### src/hw/rtl/lts_pkg.sv
// Shared types and constants for the LRU tagged slot table.
// Holds field widths, opcode and status codes, and controller/datapath interface structs.
// No dependencies.
package lts_pkg;

    localparam int OP_W     = 3;
    localparam int MODEL_W  = 64;
    localparam int CACHE_W  = 64;
    localparam int WINDOW_W = 31;
    localparam int SIDX_W   = 3;
    localparam int STATUS_W = 3;
    localparam int SLOT_W   = 3;
    localparam int COUNT_W  = 4;
    localparam int STAMP_W  = 64;

    localparam int IN_BITS   = OP_W + MODEL_W + CACHE_W + WINDOW_W + SIDX_W;
    localparam int IN_DATA_W = ((IN_BITS + 7) / 8) * 8;
    localparam int OUT_BITS   = STATUS_W + SLOT_W + COUNT_W;
    localparam int OUT_DATA_W = ((OUT_BITS + 7) / 8) * 8;

    typedef enum logic [OP_W-1:0] {
        OP_FIND       = 3'd0,
        OP_CLAIM      = 3'd1,
        OP_PUBLISH    = 3'd2,
        OP_INVALIDATE = 3'd3,
        OP_DROP       = 3'd4,
        OP_RESET_ALL  = 3'd5
    } opcode_t;

    typedef enum logic [STATUS_W-1:0] {
        STS_MISS        = 3'd0,
        STS_HIT         = 3'd1,
        STS_CLAIM_MATCH = 3'd2,
        STS_CLAIM_FREE  = 3'd3,
        STS_CLAIM_EVICT = 3'd4,
        STS_DONE        = 3'd5,
        STS_IGNORED     = 3'd6
    } status_t;

    typedef struct packed {
        logic load;
        logic scan_start;
        logic scan_step;
        logic commit;
    } lts_cmd_t;

    typedef struct packed {
        logic needs_scan;
        logic scan_last;
        logic out_free;
    } lts_sts_t;

endpackage

### src/hw/rtl/lts_ctrl.sv
// Controller for the LRU tagged slot table.
// Sequences accept, execute, LRU scan and commit; depends on lts_pkg.
module lts_ctrl
    import lts_pkg::*;
(
    input  logic     aclk,
    input  logic     aresetn,
    input  logic     s_tvalid,
    output logic     s_tready,
    input  lts_sts_t sts,
    output lts_cmd_t cmd
);

    typedef enum logic [3:0] {
        S_IDLE  = 4'b0001,
        S_EXEC  = 4'b0010,
        S_SCAN  = 4'b0100,
        S_EVICT = 4'b1000
    } state_t;

    state_t state_reg, state_next;

    assign s_tready = (state_reg == S_IDLE);

    always_comb begin
        state_next     = state_reg;
        cmd            = '0;
        unique case (state_reg)
            S_IDLE: begin
                if (s_tvalid) begin
                    cmd.load   = 1'b1;
                    state_next = S_EXEC;
                end
            end
            S_EXEC: begin
                if (sts.needs_scan) begin
                    cmd.scan_start = 1'b1;
                    state_next     = S_SCAN;
                end else if (sts.out_free) begin
                    cmd.commit = 1'b1;
                    state_next = S_IDLE;
                end
            end
            S_SCAN: begin
                cmd.scan_step = 1'b1;
                if (sts.scan_last) begin
                    state_next = S_EVICT;
                end
            end
            S_EVICT: begin
                if (sts.out_free) begin
                    cmd.commit = 1'b1;
                    state_next = S_IDLE;
                end
            end
            default: begin
                state_next = S_IDLE;
            end
        endcase
    end

    always_ff @(posedge aclk) begin
        if (!aresetn) begin
            state_reg <= S_IDLE;
        end else begin
            state_reg <= state_next;
        end
    end

endmodule

### src/hw/rtl/lts_datapath.sv
// Datapath for the LRU tagged slot table: slot tags, valid bits, use stamps,
// tag compares, LRU scan and the result register. Depends on lts_pkg.
module lts_datapath
    import lts_pkg::*;
#(
    parameter int SLOTS = 8
) (
    input  logic                  aclk,
    input  logic                  aresetn,
    input  logic [IN_DATA_W-1:0]  s_tdata,
    input  lts_cmd_t              cmd,
    output lts_sts_t              sts,
    output logic                  m_tvalid,
    input  logic                  m_tready,
    output logic [OUT_DATA_W-1:0] m_tdata
);

    localparam int IdxW = (SLOTS > 1) ? $clog2(SLOTS) : 1;

    logic [OP_W-1:0]     op_reg;
    logic [MODEL_W-1:0]  mtag_reg;
    logic [CACHE_W-1:0]  ctag_reg;
    logic [WINDOW_W-1:0] wtag_reg;
    logic [SIDX_W-1:0]   sidx_reg;

    logic [SLOTS-1:0]    valid_reg, valid_next;
    logic [MODEL_W-1:0]  model_reg  [SLOTS];
    logic [CACHE_W-1:0]  cache_reg  [SLOTS];
    logic [WINDOW_W-1:0] window_reg [SLOTS];
    logic [STAMP_W-1:0]  stamp_reg  [SLOTS];
    logic [STAMP_W-1:0]  counter_reg;

    logic [IdxW-1:0]     ptr_reg;
    logic [IdxW-1:0]     min_idx_reg;
    logic [STAMP_W-1:0]  min_stamp_reg;

    logic                out_valid_reg;
    logic [STATUS_W-1:0] out_status_reg, out_status_next;
    logic [SLOT_W-1:0]   out_slot_reg, out_slot_next;
    logic [COUNT_W-1:0]  out_count_reg, out_count_next;

    logic [SLOTS-1:0]    match_vec, drop_vec, clear_vec;
    logic                any_match, any_free;
    logic [IdxW-1:0]     match_idx, free_idx, target_idx, sidx;
    logic                sidx_ok;
    logic                do_stamp, do_publish;
    logic [STAMP_W-1:0]  stamp_new, scan_stamp;

    assign sidx       = IdxW'(sidx_reg);
    assign sidx_ok    = ({29'd0, sidx_reg} < SLOTS);
    assign stamp_new  = counter_reg + STAMP_W'(1);
    assign scan_stamp = stamp_reg[ptr_reg];

    always_comb begin
        for (int i = 0; i < SLOTS; i++) begin
            match_vec[i] = valid_reg[i] && (model_reg[i] == mtag_reg)
                           && (cache_reg[i] == ctag_reg) && (window_reg[i] == wtag_reg);
            drop_vec[i]  = valid_reg[i] && (cache_reg[i] == ctag_reg);
        end
    end

    always_comb begin
        match_idx = '0;
        free_idx  = '0;
        for (int i = SLOTS - 1; i >= 0; i--) begin
            if (match_vec[i]) match_idx = IdxW'(i);
            if (!valid_reg[i]) free_idx = IdxW'(i);
        end
    end

    assign any_match = |match_vec;
    assign any_free  = ~&valid_reg;

    assign sts.needs_scan = (op_reg == OP_CLAIM) && !any_match && !any_free;
    assign sts.scan_last  = (ptr_reg == IdxW'(SLOTS - 1));
    assign sts.out_free   = !out_valid_reg || m_tready;

    always_comb begin
        out_status_next = STS_IGNORED;
        out_slot_next   = '0;
        out_count_next  = '0;
        clear_vec       = '0;
        target_idx      = sidx;
        do_stamp        = 1'b0;
        do_publish      = 1'b0;
        unique case (op_reg)
            OP_FIND: begin
                target_idx = match_idx;
                if (any_match) begin
                    do_stamp        = 1'b1;
                    out_status_next = STS_HIT;
                    out_slot_next   = SLOT_W'(match_idx);
                end else begin
                    out_status_next = STS_MISS;
                end
            end
            OP_CLAIM: begin
                if (any_match) begin
                    target_idx      = match_idx;
                    out_status_next = STS_CLAIM_MATCH;
                end else if (any_free) begin
                    target_idx      = free_idx;
                    out_status_next = STS_CLAIM_FREE;
                end else begin
                    target_idx      = min_idx_reg;
                    out_status_next = STS_CLAIM_EVICT;
                end
                do_stamp              = 1'b1;
                clear_vec[target_idx] = 1'b1;
                out_slot_next         = SLOT_W'(target_idx);
            end
            OP_PUBLISH: begin
                if (sidx_ok) begin
                    do_publish      = 1'b1;
                    out_status_next = STS_DONE;
                    out_slot_next   = SLOT_W'(sidx);
                end
            end
            OP_INVALIDATE: begin
                if (sidx_ok) begin
                    clear_vec[sidx] = 1'b1;
                    out_status_next = STS_DONE;
                    out_slot_next   = SLOT_W'(sidx);
                end
            end
            OP_DROP: begin
                if (ctag_reg != '0) begin
                    clear_vec       = drop_vec;
                    out_count_next  = COUNT_W'($countones(drop_vec));
                    out_status_next = STS_DONE;
                end
            end
            OP_RESET_ALL: begin
                clear_vec       = '1;
                out_count_next  = COUNT_W'($countones(valid_reg));
                out_status_next = STS_DONE;
            end
            default: begin
                out_status_next = STS_IGNORED;
            end
        endcase
    end

    always_comb begin
        valid_next = valid_reg & ~clear_vec;
        if (do_publish) valid_next[sidx] = 1'b1;
    end

    always_ff @(posedge aclk) begin
        if (cmd.load) begin
            op_reg   <= s_tdata[OP_W-1:0];
            mtag_reg <= s_tdata[OP_W +: MODEL_W];
            ctag_reg <= s_tdata[OP_W+MODEL_W +: CACHE_W];
            wtag_reg <= s_tdata[OP_W+MODEL_W+CACHE_W +: WINDOW_W];
            sidx_reg <= s_tdata[OP_W+MODEL_W+CACHE_W+WINDOW_W +: SIDX_W];
        end
        if (cmd.scan_start) begin
            ptr_reg       <= IdxW'(1);
            min_idx_reg   <= '0;
            min_stamp_reg <= stamp_reg[0];
        end else if (cmd.scan_step) begin
            ptr_reg <= ptr_reg + IdxW'(1);
            if (scan_stamp < min_stamp_reg) begin
                min_idx_reg   <= ptr_reg;
                min_stamp_reg <= scan_stamp;
            end
        end
        if (cmd.commit) begin
            out_status_reg <= out_status_next;
            out_slot_reg   <= out_slot_next;
            out_count_reg  <= out_count_next;
            for (int i = 0; i < SLOTS; i++) begin
                if (clear_vec[i]) begin
                    model_reg[i]  <= '0;
                    cache_reg[i]  <= '0;
                    window_reg[i] <= '0;
                end
            end
            if (do_publish) begin
                model_reg[sidx]  <= mtag_reg;
                cache_reg[sidx]  <= ctag_reg;
                window_reg[sidx] <= wtag_reg;
            end
        end
    end

    always_ff @(posedge aclk) begin
        if (!aresetn) begin
            valid_reg     <= '0;
            counter_reg   <= '0;
            out_valid_reg <= 1'b0;
            for (int i = 0; i < SLOTS; i++) begin
                stamp_reg[i] <= '0;
            end
        end else begin
            if (cmd.commit) begin
                valid_reg <= valid_next;
                if (do_stamp) begin
                    counter_reg           <= stamp_new;
                    stamp_reg[target_idx] <= stamp_new;
                end
            end
            if (cmd.commit) begin
                out_valid_reg <= 1'b1;
            end else if (m_tready) begin
                out_valid_reg <= 1'b0;
            end
        end
    end

    assign m_tvalid = out_valid_reg;
    assign m_tdata  = {{(OUT_DATA_W - OUT_BITS){1'b0}},
                       out_count_reg, out_slot_reg, out_status_reg};

endmodule

### src/hw/rtl/lru_tagged_slot_table_core.sv
// LRU tagged slot table, top level.
// Instantiates lts_ctrl and lts_datapath; depends on lts_pkg.
//
// A fully associative directory of SLOTS entries, each tagged by model, cache
// and window keys, with a valid bit and a 64-bit use stamp for LRU replacement.
// Input channel s_*: one operation per transfer (find, claim, publish,
// invalidate slot, drop by cache tag, reset all). Result channel m_*: exactly
// one result transfer per operation, in order.
// Sequence: an operation is accepted into the input registers, executes in
// the EXEC state and its result is registered once the output register is
// free, which raises m_tvalid. A claim that must evict first walks the use
// stamps one slot per cycle in the SCAN state, then commits in the EVICT
// state. A new operation is not accepted until the previous one has
// committed; the stamp walk makes an evicting claim take longer.
// s_tready is high only while no operation is in progress; the next one is
// accepted while an earlier result still waits in the output register.
// When m_tready is low the result holds; a following operation executes and
// then waits until the output register is free.
// Reset (aresetn low, synchronous) clears all valid bits, use stamps and the
// stamp counter, and empties the output register; no clearing pass is needed.
module lru_tagged_slot_table_core
    import lts_pkg::*;
#(
    parameter int SLOTS = 8
) (
    input  logic                  aclk,
    input  logic                  aresetn,
    input  logic                  s_tvalid,
    output logic                  s_tready,
    // opcode, model_tag, cache_tag, window_tag, slot_index (from bit 0 up)
    input  logic [IN_DATA_W-1:0]  s_tdata,
    output logic                  m_tvalid,
    input  logic                  m_tready,
    // status, slot, dropped_count (from bit 0 up)
    output logic [OUT_DATA_W-1:0] m_tdata
);

    lts_cmd_t cmd;
    lts_sts_t sts;

    lts_ctrl u_ctrl (
        .aclk     (aclk),
        .aresetn  (aresetn),
        .s_tvalid (s_tvalid),
        .s_tready (s_tready),
        .sts      (sts),
        .cmd      (cmd)
    );

    lts_datapath #(
        .SLOTS (SLOTS)
    ) u_datapath (
        .aclk     (aclk),
        .aresetn  (aresetn),
        .s_tdata  (s_tdata),
        .cmd      (cmd),
        .sts      (sts),
        .m_tvalid (m_tvalid),
        .m_tready (m_tready),
        .m_tdata  (m_tdata)
    );

endmodule
### config.mk
export PLATFORM = sky130hd
export DESIGN_NAME = lru_tagged_slot_table_core
export DESIGN_NICKNAME = d
export VERILOG_FILES = /design/src/hw/rtl/lts_pkg.sv /design/src/hw/rtl/lts_ctrl.sv /design/src/hw/rtl/lts_datapath.sv /design/src/hw/rtl/lru_tagged_slot_table_core.sv
export SDC_FILE = /design/constraint.sdc
export NUM_CORES = 2
export LEC_CHECK = 0
export BUFFER_PORTS_ARGS = -buffer_cell sky130_fd_sc_hd__buf_2
export CORE_MARGIN = 2
export CORE_UTILIZATION = 40
export CTS_CLUSTER_DIAMETER = 40
export DETAILED_ROUTE_END_ITERATION = 8
export GPL_ROUTABILITY_DRIVEN = 1
export SLEW_MARGIN = 10
export SYNTH_ARGS = -nofsm -noshare
export SYNTH_HDL_FRONTEND = slang
export SYNTH_SLANG_ARGS = --single-unit
### constraint.sdc
create_clock -name aclk -period 31.5 [get_ports aclk]
set_input_delay 3.15 -clock aclk [delete_from_list [all_inputs] [get_ports aclk]]
set_output_delay 3.15 -clock aclk [all_outputs]
set_load 0.02 [all_outputs]
==> results.tsv <==
stage	metric	value	unit
pwr	vdd_ir_drop_max	0.04822	mV
logic_synthesis	ys_ff_latch	2109	
critical_path	start_kind	flip-flop	
logic_synthesis	ys.flop_type	edfxtp_1	
logic_synthesis	seq_area_frac_synth	61.42	%
die	rows	185	
place	pre_cts_ws	24170	ps
critical_path	cp_cell_sequence	buf_4 > xnor2_1 > nand4_1 > nor4_1 > nand4_1 > nor4_1 > a21oi_1 > and4_1 > a21oi_2 > nand2_1 > buf_4 > o21bai_4 > buf_4	
routing	dr.first_iter.drc_count	7348	
grt	grt_pass1_vias	64870	
pwr	leakage	40.74	nW
timing	max_slew_margin	15.71	%
logic_synthesis	ys_warn_count	0	
cells_and_area	drive_gt1_share	16.32	%
grt	globalRoute.totalOverflow	0	
clocking	clkLatencyLatePin	880	ps
routing	wl_per_cell	27.59	um
routing	drcViolationCount	0	
worst_hold_path	min_path_type	reg -> reg	
timing	drv_slew	0	
logic_synthesis	syn_inst	7859	
place	gp_congestion	0.9240	
clocking	cts_resized	0	
critical_path	slowest_delay	970	ps
routing	wl_met1	132.6	mm
die	initial_core_util	40.13	%
clocking	cts_buffers	369	
cells_and_area	fill_cells	22370	
logic_synthesis	synth_compound_gate_area_share	1.890	%
clocking	htree_levels	5	
routing	routed-wl-met2	152.1	mm
clocking	ctsHoldBuffers	0	
timing	finalHoldViolations	0	
timing	worst_pin_slew	1253	ps
routing	drt-vias-per-instance	5.595	
timing	setup_ws	24180	ps
routing	totalWireLength	324.5	mm
cells_and_area	multiInputGateArea	36200	um2
die	die_y	508.3	um
clocking	post_cts_buffers	0	
routing	wl_met3	25.34	mm
logic_synthesis	synthMuxAreaShare	4.317	%
grt	grt_first_pass_wirelength	462.3	mm
critical_path	worstPathArrival	7780	ps
critical_path	cp_max_fo	75	
critical_path	end_kind	flip-flop	
timing	min_period	7325	ps
place	port_buffers	180	
grt	grt_usage	24.74	%
critical_path	worst_ep_required_time	31960	ps
timing	rsz0062_at_grt	no	
die	core	253500	um2
die	die_area	258300	um2
logic_synthesis	async_flop_share	0	%
clocking	path_clk_slew	50	ps
flow_run	maxCapViolations	0	
clocking	cts_buffer_depth	4	
logic_synthesis	synth.distinct_cells	83	
logic_synthesis	avgSynthCellArea	12.94	um2
critical_path	cpMostUsedCell	buf_4	
routing	ant_nets	0	
timing	setup_viol	0	
critical_path	slowest_stage	nor4_1	
outcome	status	complete, no violations	
routing	dr_total_vias	65810	
critical_path	crit_type	reg -> reg	
cells_and_area	register_area	62480	um2
cells_and_area	syn2layout_area_growth	17.00	%
logic_synthesis	synth-xor-area-share	10.57	%
logic_synthesis	synth-edff-count	2023	
timing	fmax	136.5	MHz
logic_synthesis	syn_area	101700	um2
timing	fin_tns_setup	0	ps
logic_synthesis	synthSimpleGateAreaFrac	17.35	%
place	dpl.hpwl	193.5	mm
routing	top_layer	met5	
logic_synthesis	synth_top_family_by_area	simple AND/OR/NAND/NOR gates	
cells_and_area	fin_nets	8341	
timing	clock_skew	49.49	ps
die	ios	190	
clocking	cts_tree	yes	
pwr	powerDensity	64.02	nW/um2
clocking	cts.sink_count	2109	
grt	grt_max_degree	160	
grt	antenna_found_initial	22	
logic_synthesis	synthAdderAreaFrac	1.154	%
die	die_x	508.3	um
routing	drt_pass1_iterations	7	
timing	period_share	23.25	%
clocking	cts_root_buffer	clkbuf_16	
[through the flow]
stage	power (mW)	utilization [%]	instance area (um2)	cells	hold slack, ps
after global routing	7.805	46.94	119000	11750	538.8
after global placement	3.617	42.00	106400	11080	487.8
after CTS	7.662	46.94	119000	11750	510.9
final	7.618	46.95	119000	11760	515.0
after floorplan	3.424	-	101700	7864	469.7
after detailed placement	3.622	42.00	106400	11080	503.9
[layer usage]
layer,up-vias,global-route usage [%]
met2,2982,40.07
li1,28670,-
met5,-,0
met1,33440,33.18
met4,2,10.23
met3,723,3.762
[cell families after synthesis]
family / Yosys count
AO/OA/AOI/OAI: 257
XOR/XNOR: 1227
adder cells (fa/ha/maj): 89
buffers and inverters: 752
flip-flops: 2109
multiplexers: 262
other: 1
AND/OR/NAND/NOR: 3162
[final timing paths]
check / depth (start not counted) / start / slack, ps / end
max: 13 / u_datapath.mtag_reg[18]$_DFFE_PP_ / 24180 / u_datapath.window_reg[0][21]$_SDFFCE_PN0P_
min: 2 / u_datapath.counter_reg[61]$_SDFFE_PN0N_ / 510 / u_datapath.counter_reg[61]$_SDFFE_PN0N_
max reg2reg: 13 / u_datapath.mtag_reg[18]$_DFFE_PP_ / 24180 / u_datapath.window_reg[0][21]$_SDFFCE_PN0P_
min reg2reg: 2 / u_datapath.counter_reg[61]$_SDFFE_PN0N_ / 510 / u_datapath.counter_reg[61]$_SDFFE_PN0N_
[cell usage after synthesis, drive strengths merged, types with 128 or more instances]
cell type     n  share of area, %
mux4        128               2.8
edfxtp     2023                60
and2       1028               6.3
nor2        643               2.4
xor2        302               2.6
nand2b      225               1.4
xnor2       925               8.0
buf         262               1.5
nor3        255               1.3
nand4       362               2.2
nor4        250               1.6
mux2        133               1.5
nand2       139              0.51
clkbuf      343               1.3
[layout by cell type, fill, tap and decap left out, types with 59 or more instances in the layout]
cell       instances
and2_1          1028
buf_2            180
buf_4            264
clkbuf_16        373
clkinv_1          59
dfxtp_1           83
edfxtp_1        2023
ha_1              81
inv_1            123
mux2_2           133
mux4_2           128
nand2_1          129
nand2b_1         223
nand3_1           73
nand4_1          362
nor2_1           637
nor2b_1           63
nor3_1           252
nor4_1           243
xnor2_1          925
xor2_1           302
[area by class of cell]
type / count / share of cell area [%]
Antenna cell: 14 / 0.02944
Clock buffer: 420 / 8.034
Clock inverter: 253 / 2.488
Inverter: 147 / 0.4637
Multi-Input combinational cell: 5003 / 30.42
Sequential cell: 2109 / 52.50
Tap cell: 3366 / 3.539
Timing Repair Buffer: 450 / 2.523
[critical path, delay by kind of cell (launching register included)]
family | cells | cell delay [ps]
xor gates and xnor gates | 1 | 180
DFF | 1 | 320
AOI/OAI and AO/OA | 3 | 1540
buffers and inverters | 3 | 1580
and+or+nand+nor | 6 | 3070
[where the power goes]
group,total [mW],switching [mW],internal [mW]
clock,4.04,1.44,2.60
sequential,3.12,0.0176,3.10
combinational,0.456,0.324,0.132
(Power assumes the default switching activity.)
